**config.mk**
```make
export PLATFORM = sky130hd
export DESIGN_NAME = gamepad_button_auto_repeat
export DESIGN_NICKNAME = d
export VERILOG_FILES = /design/src/hw/rtl/gbar_pkg.sv /design/src/hw/rtl/gbar_axis.sv /design/src/hw/rtl/gamepad_button_auto_repeat.sv
export SDC_FILE = /design/constraint.sdc
export NUM_CORES = 1
export LEC_CHECK = 0
export ABC_CLOCK_PERIOD_IN_PS = 12300
export BUFFER_PORTS_ARGS = -buffer_cell sky130_fd_sc_hd__buf_2
export CAP_MARGIN = 20
export CORE_ASPECT_RATIO = 0.75
export CORE_MARGIN = 2
export CORE_UTILIZATION = 35
export DETAILED_ROUTE_END_ITERATION = 8
export GPL_TIMING_DRIVEN = 0
export PLACE_DENSITY = 0.52
export SLEW_MARGIN = 15
export SYNTH_ARGS = -nofsm -noshare
export SYNTH_HDL_FRONTEND = slang
export SYNTH_SLANG_ARGS = --single-unit
export TNS_END_PERCENT = 50
```
**constraint.sdc**
```tcl
create_clock -name clock -period 12.3 [get_ports clock]
set_input_delay 3.69 -clock clock [delete_from_list [all_inputs] [get_ports clock]]
set_output_delay 3.69 -clock clock [all_outputs]
set_load 0.005 [all_outputs]
```
**src/hw/rtl/gbar_pkg.sv**
```systemverilog
`timescale 1ns / 1ps

package gbar_pkg;

   localparam int unsigned AXIS_W   = 8;
   localparam int unsigned BUTTON_W = 16;
   localparam int unsigned WORD_W   = 24;
   localparam int unsigned COUNT_W  = 4;
   localparam int unsigned INDEX_W  = 4;

   localparam logic [INDEX_W-1:0] CSR_STICK_CENTER  = 4'd0;
   localparam logic [INDEX_W-1:0] CSR_DEAD_ZONE     = 4'd1;
   localparam logic [INDEX_W-1:0] CSR_REPEAT_DELAY  = 4'd2;
   localparam logic [INDEX_W-1:0] CSR_REPEAT_RELOAD = 4'd3;

   localparam logic [AXIS_W-1:0]  STICK_CENTER_RST  = 8'd128;
   localparam logic [AXIS_W-1:0]  DEAD_ZONE_RST     = 8'd64;
   localparam logic [COUNT_W-1:0] REPEAT_DELAY_RST  = 4'd10;
   localparam logic [COUNT_W-1:0] REPEAT_RELOAD_RST = 4'd6;

   typedef struct packed {
      logic below;
      logic above;
   } axis_dir_type;

endpackage

```
**src/hw/rtl/gbar_axis.sv**
```systemverilog
`timescale 1ns / 1ps

module gbar_axis (
   input  logic [gbar_pkg::AXIS_W-1:0] axis,
   input  logic [gbar_pkg::AXIS_W-1:0] center,
   input  logic [gbar_pkg::AXIS_W-1:0] dead_zone,
   output gbar_pkg::axis_dir_type      dir
);
   import gbar_pkg::*;

   logic [AXIS_W:0] axis_plus_dead;
   logic [AXIS_W:0] center_plus_dead;

   // axis < center - dead  <=>  axis + dead < center, no wrap at 9 bits
   assign axis_plus_dead   = {1'b0, axis} + {1'b0, dead_zone};
   assign center_plus_dead = {1'b0, center} + {1'b0, dead_zone};

   always_comb begin
      dir.below = (axis_plus_dead < {1'b0, center});
      dir.above = !dir.below && ({1'b0, axis} > center_plus_dead);
   end

endmodule

```
**src/hw/rtl/gamepad_button_auto_repeat.sv**
```systemverilog
`timescale 1ns / 1ps

// channel   | direction | handshake            | payload
// ----------+-----------+----------------------+---------------------------------------
// request   | in        | req_valid/req_ready  | digital_buttons, left/right x/y
// response  | out       | rsp_valid/rsp_ready  | held_word, pressed_word
// csr write | in        | csr_valid/csr_ready  | csr_index, csr_wdata
//
// one request per cycle sustained while rsp_ready stays high; an accepted request passes
// the input register, then the result register, before rsp_valid rises
// the response follows from one pass of axis compares and the repeat counter update
// reset clears valids, the previous word and the same count, and loads the csr defaults
// a stalled response holds the result and the input register keeps one more request
// csr_ready is always high; unknown csr indexes are ignored

module gamepad_button_auto_repeat (
   input  logic                           clock,
   input  logic                           reset,
   input  logic                           req_valid,
   output logic                           req_ready,
   input  logic [gbar_pkg::BUTTON_W-1:0]  req_digital_buttons,
   input  logic [gbar_pkg::AXIS_W-1:0]    req_left_x,
   input  logic [gbar_pkg::AXIS_W-1:0]    req_left_y,
   input  logic [gbar_pkg::AXIS_W-1:0]    req_right_x,
   input  logic [gbar_pkg::AXIS_W-1:0]    req_right_y,
   output logic                           rsp_valid,
   input  logic                           rsp_ready,
   output logic [gbar_pkg::WORD_W-1:0]    rsp_held_word,
   output logic [gbar_pkg::WORD_W-1:0]    rsp_pressed_word,
   input  logic                           csr_valid,
   output logic                           csr_ready,
   input  logic [gbar_pkg::INDEX_W-1:0]   csr_index,
   input  logic [gbar_pkg::AXIS_W-1:0]    csr_wdata
);
   import gbar_pkg::*;

   logic [AXIS_W-1:0]   stick_center_ff, stick_center_in;
   logic [AXIS_W-1:0]   dead_zone_ff, dead_zone_in;
   logic [COUNT_W-1:0]  repeat_delay_ff, repeat_delay_in;
   logic [COUNT_W-1:0]  repeat_reload_ff, repeat_reload_in;

   logic                s1_valid_ff, s1_valid_in;
   logic [BUTTON_W-1:0] s1_buttons_ff, s1_buttons_in;
   logic [AXIS_W-1:0]   s1_left_x_ff, s1_left_x_in;
   logic [AXIS_W-1:0]   s1_left_y_ff, s1_left_y_in;
   logic [AXIS_W-1:0]   s1_right_x_ff, s1_right_x_in;
   logic [AXIS_W-1:0]   s1_right_y_ff, s1_right_y_in;

   logic                rsp_valid_ff, rsp_valid_in;
   logic [WORD_W-1:0]   held_ff, held_in;
   logic [WORD_W-1:0]   pressed_ff, pressed_in;

   logic [WORD_W-1:0]   previous_word_ff, previous_word_in;
   logic [COUNT_W-1:0]  same_count_ff, same_count_in;

   axis_dir_type        dir_left_x, dir_left_y, dir_right_x, dir_right_y;
   logic [WORD_W-1:0]   word;
   logic [COUNT_W:0]    count_next;
   logic                advance;
   logic                word_same;

   gbar_axis u_left_x (
      .axis(s1_left_x_ff), .center(stick_center_ff), .dead_zone(dead_zone_ff),
      .dir(dir_left_x)
   );
   gbar_axis u_left_y (
      .axis(s1_left_y_ff), .center(stick_center_ff), .dead_zone(dead_zone_ff),
      .dir(dir_left_y)
   );
   gbar_axis u_right_x (
      .axis(s1_right_x_ff), .center(stick_center_ff), .dead_zone(dead_zone_ff),
      .dir(dir_right_x)
   );
   gbar_axis u_right_y (
      .axis(s1_right_y_ff), .center(stick_center_ff), .dead_zone(dead_zone_ff),
      .dir(dir_right_y)
   );

   // direction bits: left up/right/down/left, then right up/right/down/left
   assign word = {dir_right_x.below, dir_right_y.above, dir_right_x.above, dir_right_y.below,
                  dir_left_x.below,  dir_left_y.above,  dir_left_x.above,  dir_left_y.below,
                  s1_buttons_ff};

   assign advance    = s1_valid_ff && (!rsp_valid_ff || rsp_ready);
   assign req_ready  = !s1_valid_ff || advance;
   assign csr_ready  = 1'b1;
   assign word_same  = (word == previous_word_ff);
   assign count_next = {1'b0, same_count_ff} + {{COUNT_W{1'b0}}, 1'b1};

   always_comb begin
      stick_center_in  = stick_center_ff;
      dead_zone_in     = dead_zone_ff;
      repeat_delay_in  = repeat_delay_ff;
      repeat_reload_in = repeat_reload_ff;
      if (csr_valid && csr_ready) begin
         unique case (csr_index)
            CSR_STICK_CENTER:  stick_center_in  = csr_wdata;
            CSR_DEAD_ZONE:     dead_zone_in     = csr_wdata;
            CSR_REPEAT_DELAY:  repeat_delay_in  = csr_wdata[COUNT_W-1:0];
            CSR_REPEAT_RELOAD: repeat_reload_in = csr_wdata[COUNT_W-1:0];
            default: ;
         endcase
      end
   end

   always_comb begin
      s1_valid_in   = s1_valid_ff;
      s1_buttons_in = s1_buttons_ff;
      s1_left_x_in  = s1_left_x_ff;
      s1_left_y_in  = s1_left_y_ff;
      s1_right_x_in = s1_right_x_ff;
      s1_right_y_in = s1_right_y_ff;
      if (req_ready) begin
         s1_valid_in = req_valid;
         if (req_valid) begin
            s1_buttons_in = req_digital_buttons;
            s1_left_x_in  = req_left_x;
            s1_left_y_in  = req_left_y;
            s1_right_x_in = req_right_x;
            s1_right_y_in = req_right_y;
         end
      end
   end

   always_comb begin
      rsp_valid_in     = rsp_valid_ff;
      held_in          = held_ff;
      pressed_in       = pressed_ff;
      previous_word_in = previous_word_ff;
      same_count_in    = same_count_ff;
      if (rsp_valid_ff && rsp_ready) begin
         rsp_valid_in = 1'b0;
      end
      if (advance) begin
         rsp_valid_in = 1'b1;
         pressed_in   = word & ~previous_word_ff;
         held_in      = word & ~previous_word_ff;
         if (word_same) begin
            if (count_next >= {1'b0, repeat_delay_ff}) begin
               held_in       = word;
               same_count_in = repeat_reload_ff;
            end else begin
               same_count_in = count_next[COUNT_W-1:0];
            end
         end else begin
            same_count_in    = '0;
            previous_word_in = word;
         end
      end
   end

   always_ff @(posedge clock) begin
      if (reset) begin
         stick_center_ff  <= STICK_CENTER_RST;
         dead_zone_ff     <= DEAD_ZONE_RST;
         repeat_delay_ff  <= REPEAT_DELAY_RST;
         repeat_reload_ff <= REPEAT_RELOAD_RST;
         s1_valid_ff      <= 1'b0;
         rsp_valid_ff     <= 1'b0;
         previous_word_ff <= '0;
         same_count_ff    <= '0;
      end else begin
         stick_center_ff  <= stick_center_in;
         dead_zone_ff     <= dead_zone_in;
         repeat_delay_ff  <= repeat_delay_in;
         repeat_reload_ff <= repeat_reload_in;
         s1_valid_ff      <= s1_valid_in;
         rsp_valid_ff     <= rsp_valid_in;
         previous_word_ff <= previous_word_in;
         same_count_ff    <= same_count_in;
      end
   end

   always_ff @(posedge clock) begin
      s1_buttons_ff <= s1_buttons_in;
      s1_left_x_ff  <= s1_left_x_in;
      s1_left_y_ff  <= s1_left_y_in;
      s1_right_x_ff <= s1_right_x_in;
      s1_right_y_ff <= s1_right_y_in;
      held_ff       <= held_in;
      pressed_ff    <= pressed_in;
   end

   assign rsp_valid        = rsp_valid_ff;
   assign rsp_held_word    = held_ff;
   assign rsp_pressed_word = pressed_ff;

   // pressed bits always appear in held
   a_pressed_in_held: assert property (@(posedge clock) disable iff (reset)
      rsp_valid_ff |-> ((pressed_ff & ~held_ff) == '0))
      else $error("pressed bit missing from held word");

   // held is either the new presses or a repeat with nothing new
   a_held_kind: assert property (@(posedge clock) disable iff (reset)
      rsp_valid_ff |-> ((held_ff == pressed_ff) || (pressed_ff == '0)))
      else $error("held word neither presses nor repeat");

   // a changed word restarts the count and becomes the previous word
   a_change_restarts: assert property (@(posedge clock) disable iff (reset)
      (advance && !word_same) |=> (same_count_ff == '0) && (previous_word_ff == $past(word)))
      else $error("word change did not restart repeat count");

   // no response without a request in the input register
   a_no_phantom: assert property (@(posedge clock) disable iff (reset)
      (!s1_valid_ff && (!rsp_valid_ff || rsp_ready)) |=> !rsp_valid_ff)
      else $error("response without request");

endmodule

```
==> After elaboration in Yosys (flattened, before gate mapping) <==
Cells that the tools add are included.
{ "word_totals": {"regBits": 150, "inputBits": 65, "out_inout_bits": 51, "elab_cells": 65} }
{ "op_classes": {"n_addsub": 6, "magnitude_cmp": 9, "eq_ne": 4, "n_mux": 6, "bitwise": 3, "n_reduce_logical": 22} }
{ "ops": {"columns": ["operator", "count"], "rows": [
  ["$mux W24", 2],
  ["$add A8 B8 Y9", 5],
  ["$gt A8 B9 Y1", 4],
  ["$lt A9 B8 Y1", 4],
  ["$and A24 B24 Y24", 1],
  ["$eq A24 B24 Y1", 1],
  ["$not A24 Y24", 1],
  ["$reduce_and A2 Y1", 6],
  ["$eq A4 B2 Y1 const B", 2],
  ["$mux W4", 2],
  ["$logic_and A1 B1 Y1", 6],
  ["$logic_not A1 Y1", 6],
  ["$add A4 B1 Y5 const B", 1],
  ["$ge A5 B4 Y1", 1],
  ["$eq A4 B1 Y1 const B", 1],
  ["$logic_not A4 Y1", 1],
  ["$logic_or A1 B1 Y1", 2],
  ["$mux W1", 2],
  ["$reduce_bool A2 Y1", 1],
  ["$not A1 Y1", 1]
]} }

==> Logic depth before layout (Yosys ltp) <==
{ "logic_depth": {"depth_word": 7, "ltp_mapped": 23, "ltp_nobuf": 22} }

==> Modules after synthesis <==
A second synthesis with hierarchy kept.
{ "hier_totals": {"hier_cells": 893, "area_unflattened_um2": 9893.2} }
{ "by_module_without_submodules": {"columns": ["mod", "instances", "cells_each", "area_each_um2", "seq_area_each_um2"], "rows": [
  ["gamepad_button_auto_repeat", 1, 409, 5985.7, 3963.8],
  ["gbar_axis at u_left_x", 1, 122, 991.0, 0.0],
  ["gbar_axis at u_left_y", 1, 118, 974.7, 0.0],
  ["gbar_axis at u_right_y", 1, 123, 973.4, 0.0],
  ["gbar_axis at u_right_x", 1, 121, 968.4, 0.0]
]} }

==> Worst setup path after synthesis <==
No wires, ideal clock.
{ "synth_timing": {"path_type": "input port to output port", "start": "input port rsp_ready", "end": "output port req_ready", "arrival_time_ns": 3.956, "required_time_ns": 8.610, "path_slack_ns": 4.654, "stages": 2, "n_path_buf": 0, "cell_sequence": "nor2b_1 > nand2_1"} }
{ "synth_via": {"elab_chain_len": 3} }
{ "synth_rtl": {"columns": ["element", "line", "text"], "rows": [
  ["start, declared", "gamepad_button_auto_repeat.sv:27", "input logic rsp_ready,"],
  ["$logic_or A1 B1 Y1", "gamepad_button_auto_repeat.sv:84", "assign advance = s1_valid_ff && (!rsp_valid_ff || rsp_ready);"],
  ["$logic_and A1 B1 Y1", "gamepad_button_auto_repeat.sv:84", null],
  ["$logic_or A1 B1 Y1", "gamepad_button_auto_repeat.sv:85", "assign req_ready = !s1_valid_ff || advance;"],
  ["end, declared", "gamepad_button_auto_repeat.sv:20", "output logic req_ready,"]
]} }
No other way between the ends.

==> Worst setup path after layout <==
Same ends and word-level chain as after synthesis.

==> impl_metrics.py <==
metrics = {
    "drt": {
        "ant_nets": 0,
        "vias": 6512,
        "vias_per_cell": 4.933,
        "dr.first_iter.drc_count": 336,
        "dr.pass1.iters": 5,
        "wl_mm": 23.02,
        "drc": 0,
        "wl_per_cell_um": 17.44,
    },
    "synthesis": {
        "async_flop_share_pct": 0,
        "yosys_warnings": 0,
        "synth-edff-count": 96,
        "syn-cell-area_um2": 8828,
        "ys_ff_latch": 150,
        "avgSynthCellArea_um2": 10.57,
        "synth_top_flop_cell": "edfxtp_1",
        "synth_nets": 1030,
        "synthCells": 835,
        "seq_area_frac_synth_pct": 44.90,
        "yosys.cell_types.count": 74,
    },
    "power": {
        "p_per_area_nw_per_um2": 118.4,
        "p_leak_uw": 0.004287,
        "peakVddDrop_v": 0.00009921,
        "total_power_uw": 1229,
    },
    "sta": {
        "setup_viol_count_final": 0,
        "fin_crit_sh_pct": 64.51,
        "fmax_mhz": 126.0,
        "slew_headroom_pct": 41.26,
        "timing.final.crit_period_ns": 7.935,
        "slew_violations": 0,
        "tightest_slew_ns": 0.8589,
        "report.final.hold_viol_count": 0,
        "finalSetupTns_ns": 0,
        "rsz0062_at_grt": "no",
        "finClkSkew_ns": 0.01790,
    },
    "critical_path": {
        "critical_path.max_fanout": 4,
        "worstPathArrival_ns": 4.25,
        "setup.worst_path.class": "input port to primary output",
        "end_kind": "primary output",
        "critPathRequiredTime_ns": 8.61,
        "cp-start-kind": "input port",
    },
    "clock_network": {
        "postCtsSetupBuffers": 0,
        "cts-resized-gates": 0,
        "clock_sinks": 150,
        "holdBufCountCts": 0,
        "clk_latency_ns": 0.44,
        "clockBufferDepth": 2,
        "cts_root_buffer": "clkbuf_16",
        "cts_tree": "built",
        "numCtsBuffers": 17,
        "htreeDepth": 4,
        "clkTransAtPathRegs_ns": 0.06,
    },
    "global_route": {
        "antenna_found_initial": 0,
        "grt_max_degree": 49,
        "grt_pass1_vias": 6375,
        "grt_pass1_wl_mm": 35.42,
        "gr-total-overflow": 0,
        "track_usage_pct": 17.78,
    },
    "floorplan": {
        "initial_core_util_pct": 35.46,
        "num_rows": 50,
        "die_h_um": 141.5,
        "die-area_um2": 26520,
        "coreArea_um2": 24900,
        "die_w_um": 187.4,
        "pin_count": 116,
    },
    "run": {
        "maxCapViolCount": 0,
    },
    "cells_and_area": {
        "n_fill_cell": 2495,
        "antennaDiodeCount": 0,
        "design_area_um2": 10390,
        "nets": 1164,
        "syn2layout_area_growth_pct": 17.63,
        "drive_gt1_share_pct": 18.53,
    },
    "placed_design": {
        "gp_congestion": 0.8017,
        "dp_hpwl_mm": 17.18,
        "placed_cell_area_um2": 9844,
        "port_buffers": 114,
    },
    "hold_path": {
        "hold_path_class": "flop to flop",
    },
    "outcome": {
        "status": "finished clean",
    },
}
## state kept, by name, summed over array words and instances (netlist names)
name              cells
dead_zone_ff          8
s1_valid_ff           1
same_count_ff         4
repeat_reload_ff      4
s1_left_x_ff          8
previous_word_ff     24
s1_right_x_ff         8
repeat_delay_ff       4
s1_right_y_ff         8
stick_center_ff       8
rsp_held_word        24
rsp_valid             1
rsp_pressed_word     24
s1_left_y_ff          8
s1_buttons_ff        16
## worst paths after layout
kind,start,to,slack (ns),cells past startpoint
worst max-delay path,rsp_ready,req_ready,4.36,4
worst min-delay path,repeat_reload_ff[1]$_SDFFE_PP1P_,repeat_reload_ff[1]$_SDFFE_PP1P_,0.48,2
worst max register to register,dead_zone_ff[1]$_SDFFE_PP0P_,rsp_held_word[14]$_DFFE_PP_,6.26,20
worst min register to register,repeat_reload_ff[1]$_SDFFE_PP1P_,repeat_reload_ff[1]$_SDFFE_PP1P_,0.48,2
## cells in the mapped netlist, types with 3 or more instances
master       n  area, µm²
ha_1       125       1564
edfxtp_1    96       2883
nand2_1     88      330.3
nor2_1      87      326.6
inv_1       56      210.2
dfxtp_1     54       1081
a21oi_1     52      260.3
o21ai_0     24      120.1
nor2b_1     18      112.6
o21a_1      18      135.1
xnor2_1     18      157.7
nand3_1     17      85.08
mux2i_1     13      130.1
nand4_1     12      75.07
nand2b_1    10      62.56
clkbuf_1     9      33.78
xor2_1       9      78.83
a21o_1       8      60.06
nor3_1       8      40.04
o211ai_1     7      52.55
fa_1         5      100.1
mux2_2       5      56.30
a211o_1      4      35.03
a31oi_1      4      25.02
o31a_1       4      35.03
a211oi_1     3      22.52
a22oi_1      3      22.52
and2_1       3      18.77
buf_1        3      11.26
nor3b_2      3      37.54
o2111ai_1    3      26.28
o21ai_1      3      15.01
o32ai_1      3      26.28
or2_2        3      18.77
or3_1        3      18.77
## worst max-delay path, cell delays in order
cell	delay [ns]
buf_2	0.10
nor2b_1	0.22
nand2_1	0.10
buf_2	0.14
## routing by layer
| metal | GRT usage (%) | routed length [µm] | up-vias |
|---|---|---|---|
| met5 | 0 | 0 | - |
| met4 | 5.346 | 391 | 0 |
| met3 | 3.438 | 1004 | 36 |
| met2 | 25.40 | 9283 | 144 |
| met1 | 26.94 | 12340 | 3020 |
| li1 | - | - | 3312 |
## per-stage QoR
| stage | instances | setup slack [ns] | utilization, % | hold slack (ns) |
|---|---|---|---|---|
| 6_report | 1320 | 4.365 | 41.71 | 0.4790 |
| 5_1_grt | 1320 | 4.317 | 41.71 | 0.5090 |
| 4_1_cts | 1320 | 4.368 | 41.71 | 0.4853 |
| 3_5_place_dp | 1288 | 4.370 | 39.54 | 0.4702 |
| 3_3_place_gp | 1287 | 4.375 | 39.45 | 0.4624 |
| 2_1_floorplan | 835 | 4.654 | - | 0.4388 |
## cells by family after synthesis
group	synth area share, %
multiplexers	2.112
XOR/XNOR	2.934
flip-flops	44.90
buffers and inverters	3.288
AND/OR/NAND/NOR	14.26
adder cells (fa/ha/maj)	18.85
other	0.04248
AO/OA/AOI/OAI	13.62
## cell usage in the layout (no fill, tap or decap), types with 4 or more instances in the layout
| master | netlist | routed |
|---|---|---|
| a31oi_1 | 4 | 4 |
| fa_1 | 5 | 5 |
| xor2_1 | 9 | 9 |
| nand3_1 | 17 | 17 |
| clkbuf_16 | 0 | 17 |
| o21a_1 | 18 | 18 |
| a211o_1 | 4 | 4 |
| clkbuf_1 | 9 | 12 |
| nor3_1 | 8 | 8 |
| nand4_1 | 12 | 12 |
| clkinvlp_4 | 0 | 5 |
| a21oi_1 | 52 | 52 |
| o21ai_0 | 24 | 24 |
| xnor2_1 | 18 | 18 |
| nand2_1 | 88 | 88 |
| mux2i_1 | 13 | 13 |
| mux2_2 | 5 | 5 |
| edfxtp_1 | 96 | 96 |
| o211ai_1 | 7 | 7 |
| ha_1 | 125 | 125 |
| nor2_1 | 87 | 87 |
| inv_1 | 56 | 55 |
| nand2b_1 | 10 | 10 |
| buf_2 | 1 | 115 |
| dfxtp_1 | 54 | 54 |
| a21o_1 | 8 | 8 |
| o31a_1 | 4 | 4 |
| nor2b_1 | 18 | 18 |
## layout make-up
| type | count | area [µm²] | share of cell area (%) |
|---|---|---|---|
| clock inverters | 12 | 103.9 | 1.000 |
| multi-input cells | 612 | 4577 | 44.07 |
| clock buffers | 20 | 436.7 | 4.205 |
| well taps | 338 | 422.9 | 4.072 |
| plain buffers | 16 | 76.32 | 0.7349 |
| repair buffers | 115 | 590.6 | 5.687 |
| inverters | 57 | 214.0 | 2.060 |
| flip-flops and latches | 150 | 3964 | 38.17 |
## report_power, final
part           internal, µW  switching, µW  leakage [µW]
Combinational          68.6           89.1       0.00268
Sequential              566           15.3       0.00136
Clock                   277            214      0.000250
Power figures use the tool's default switching activity.
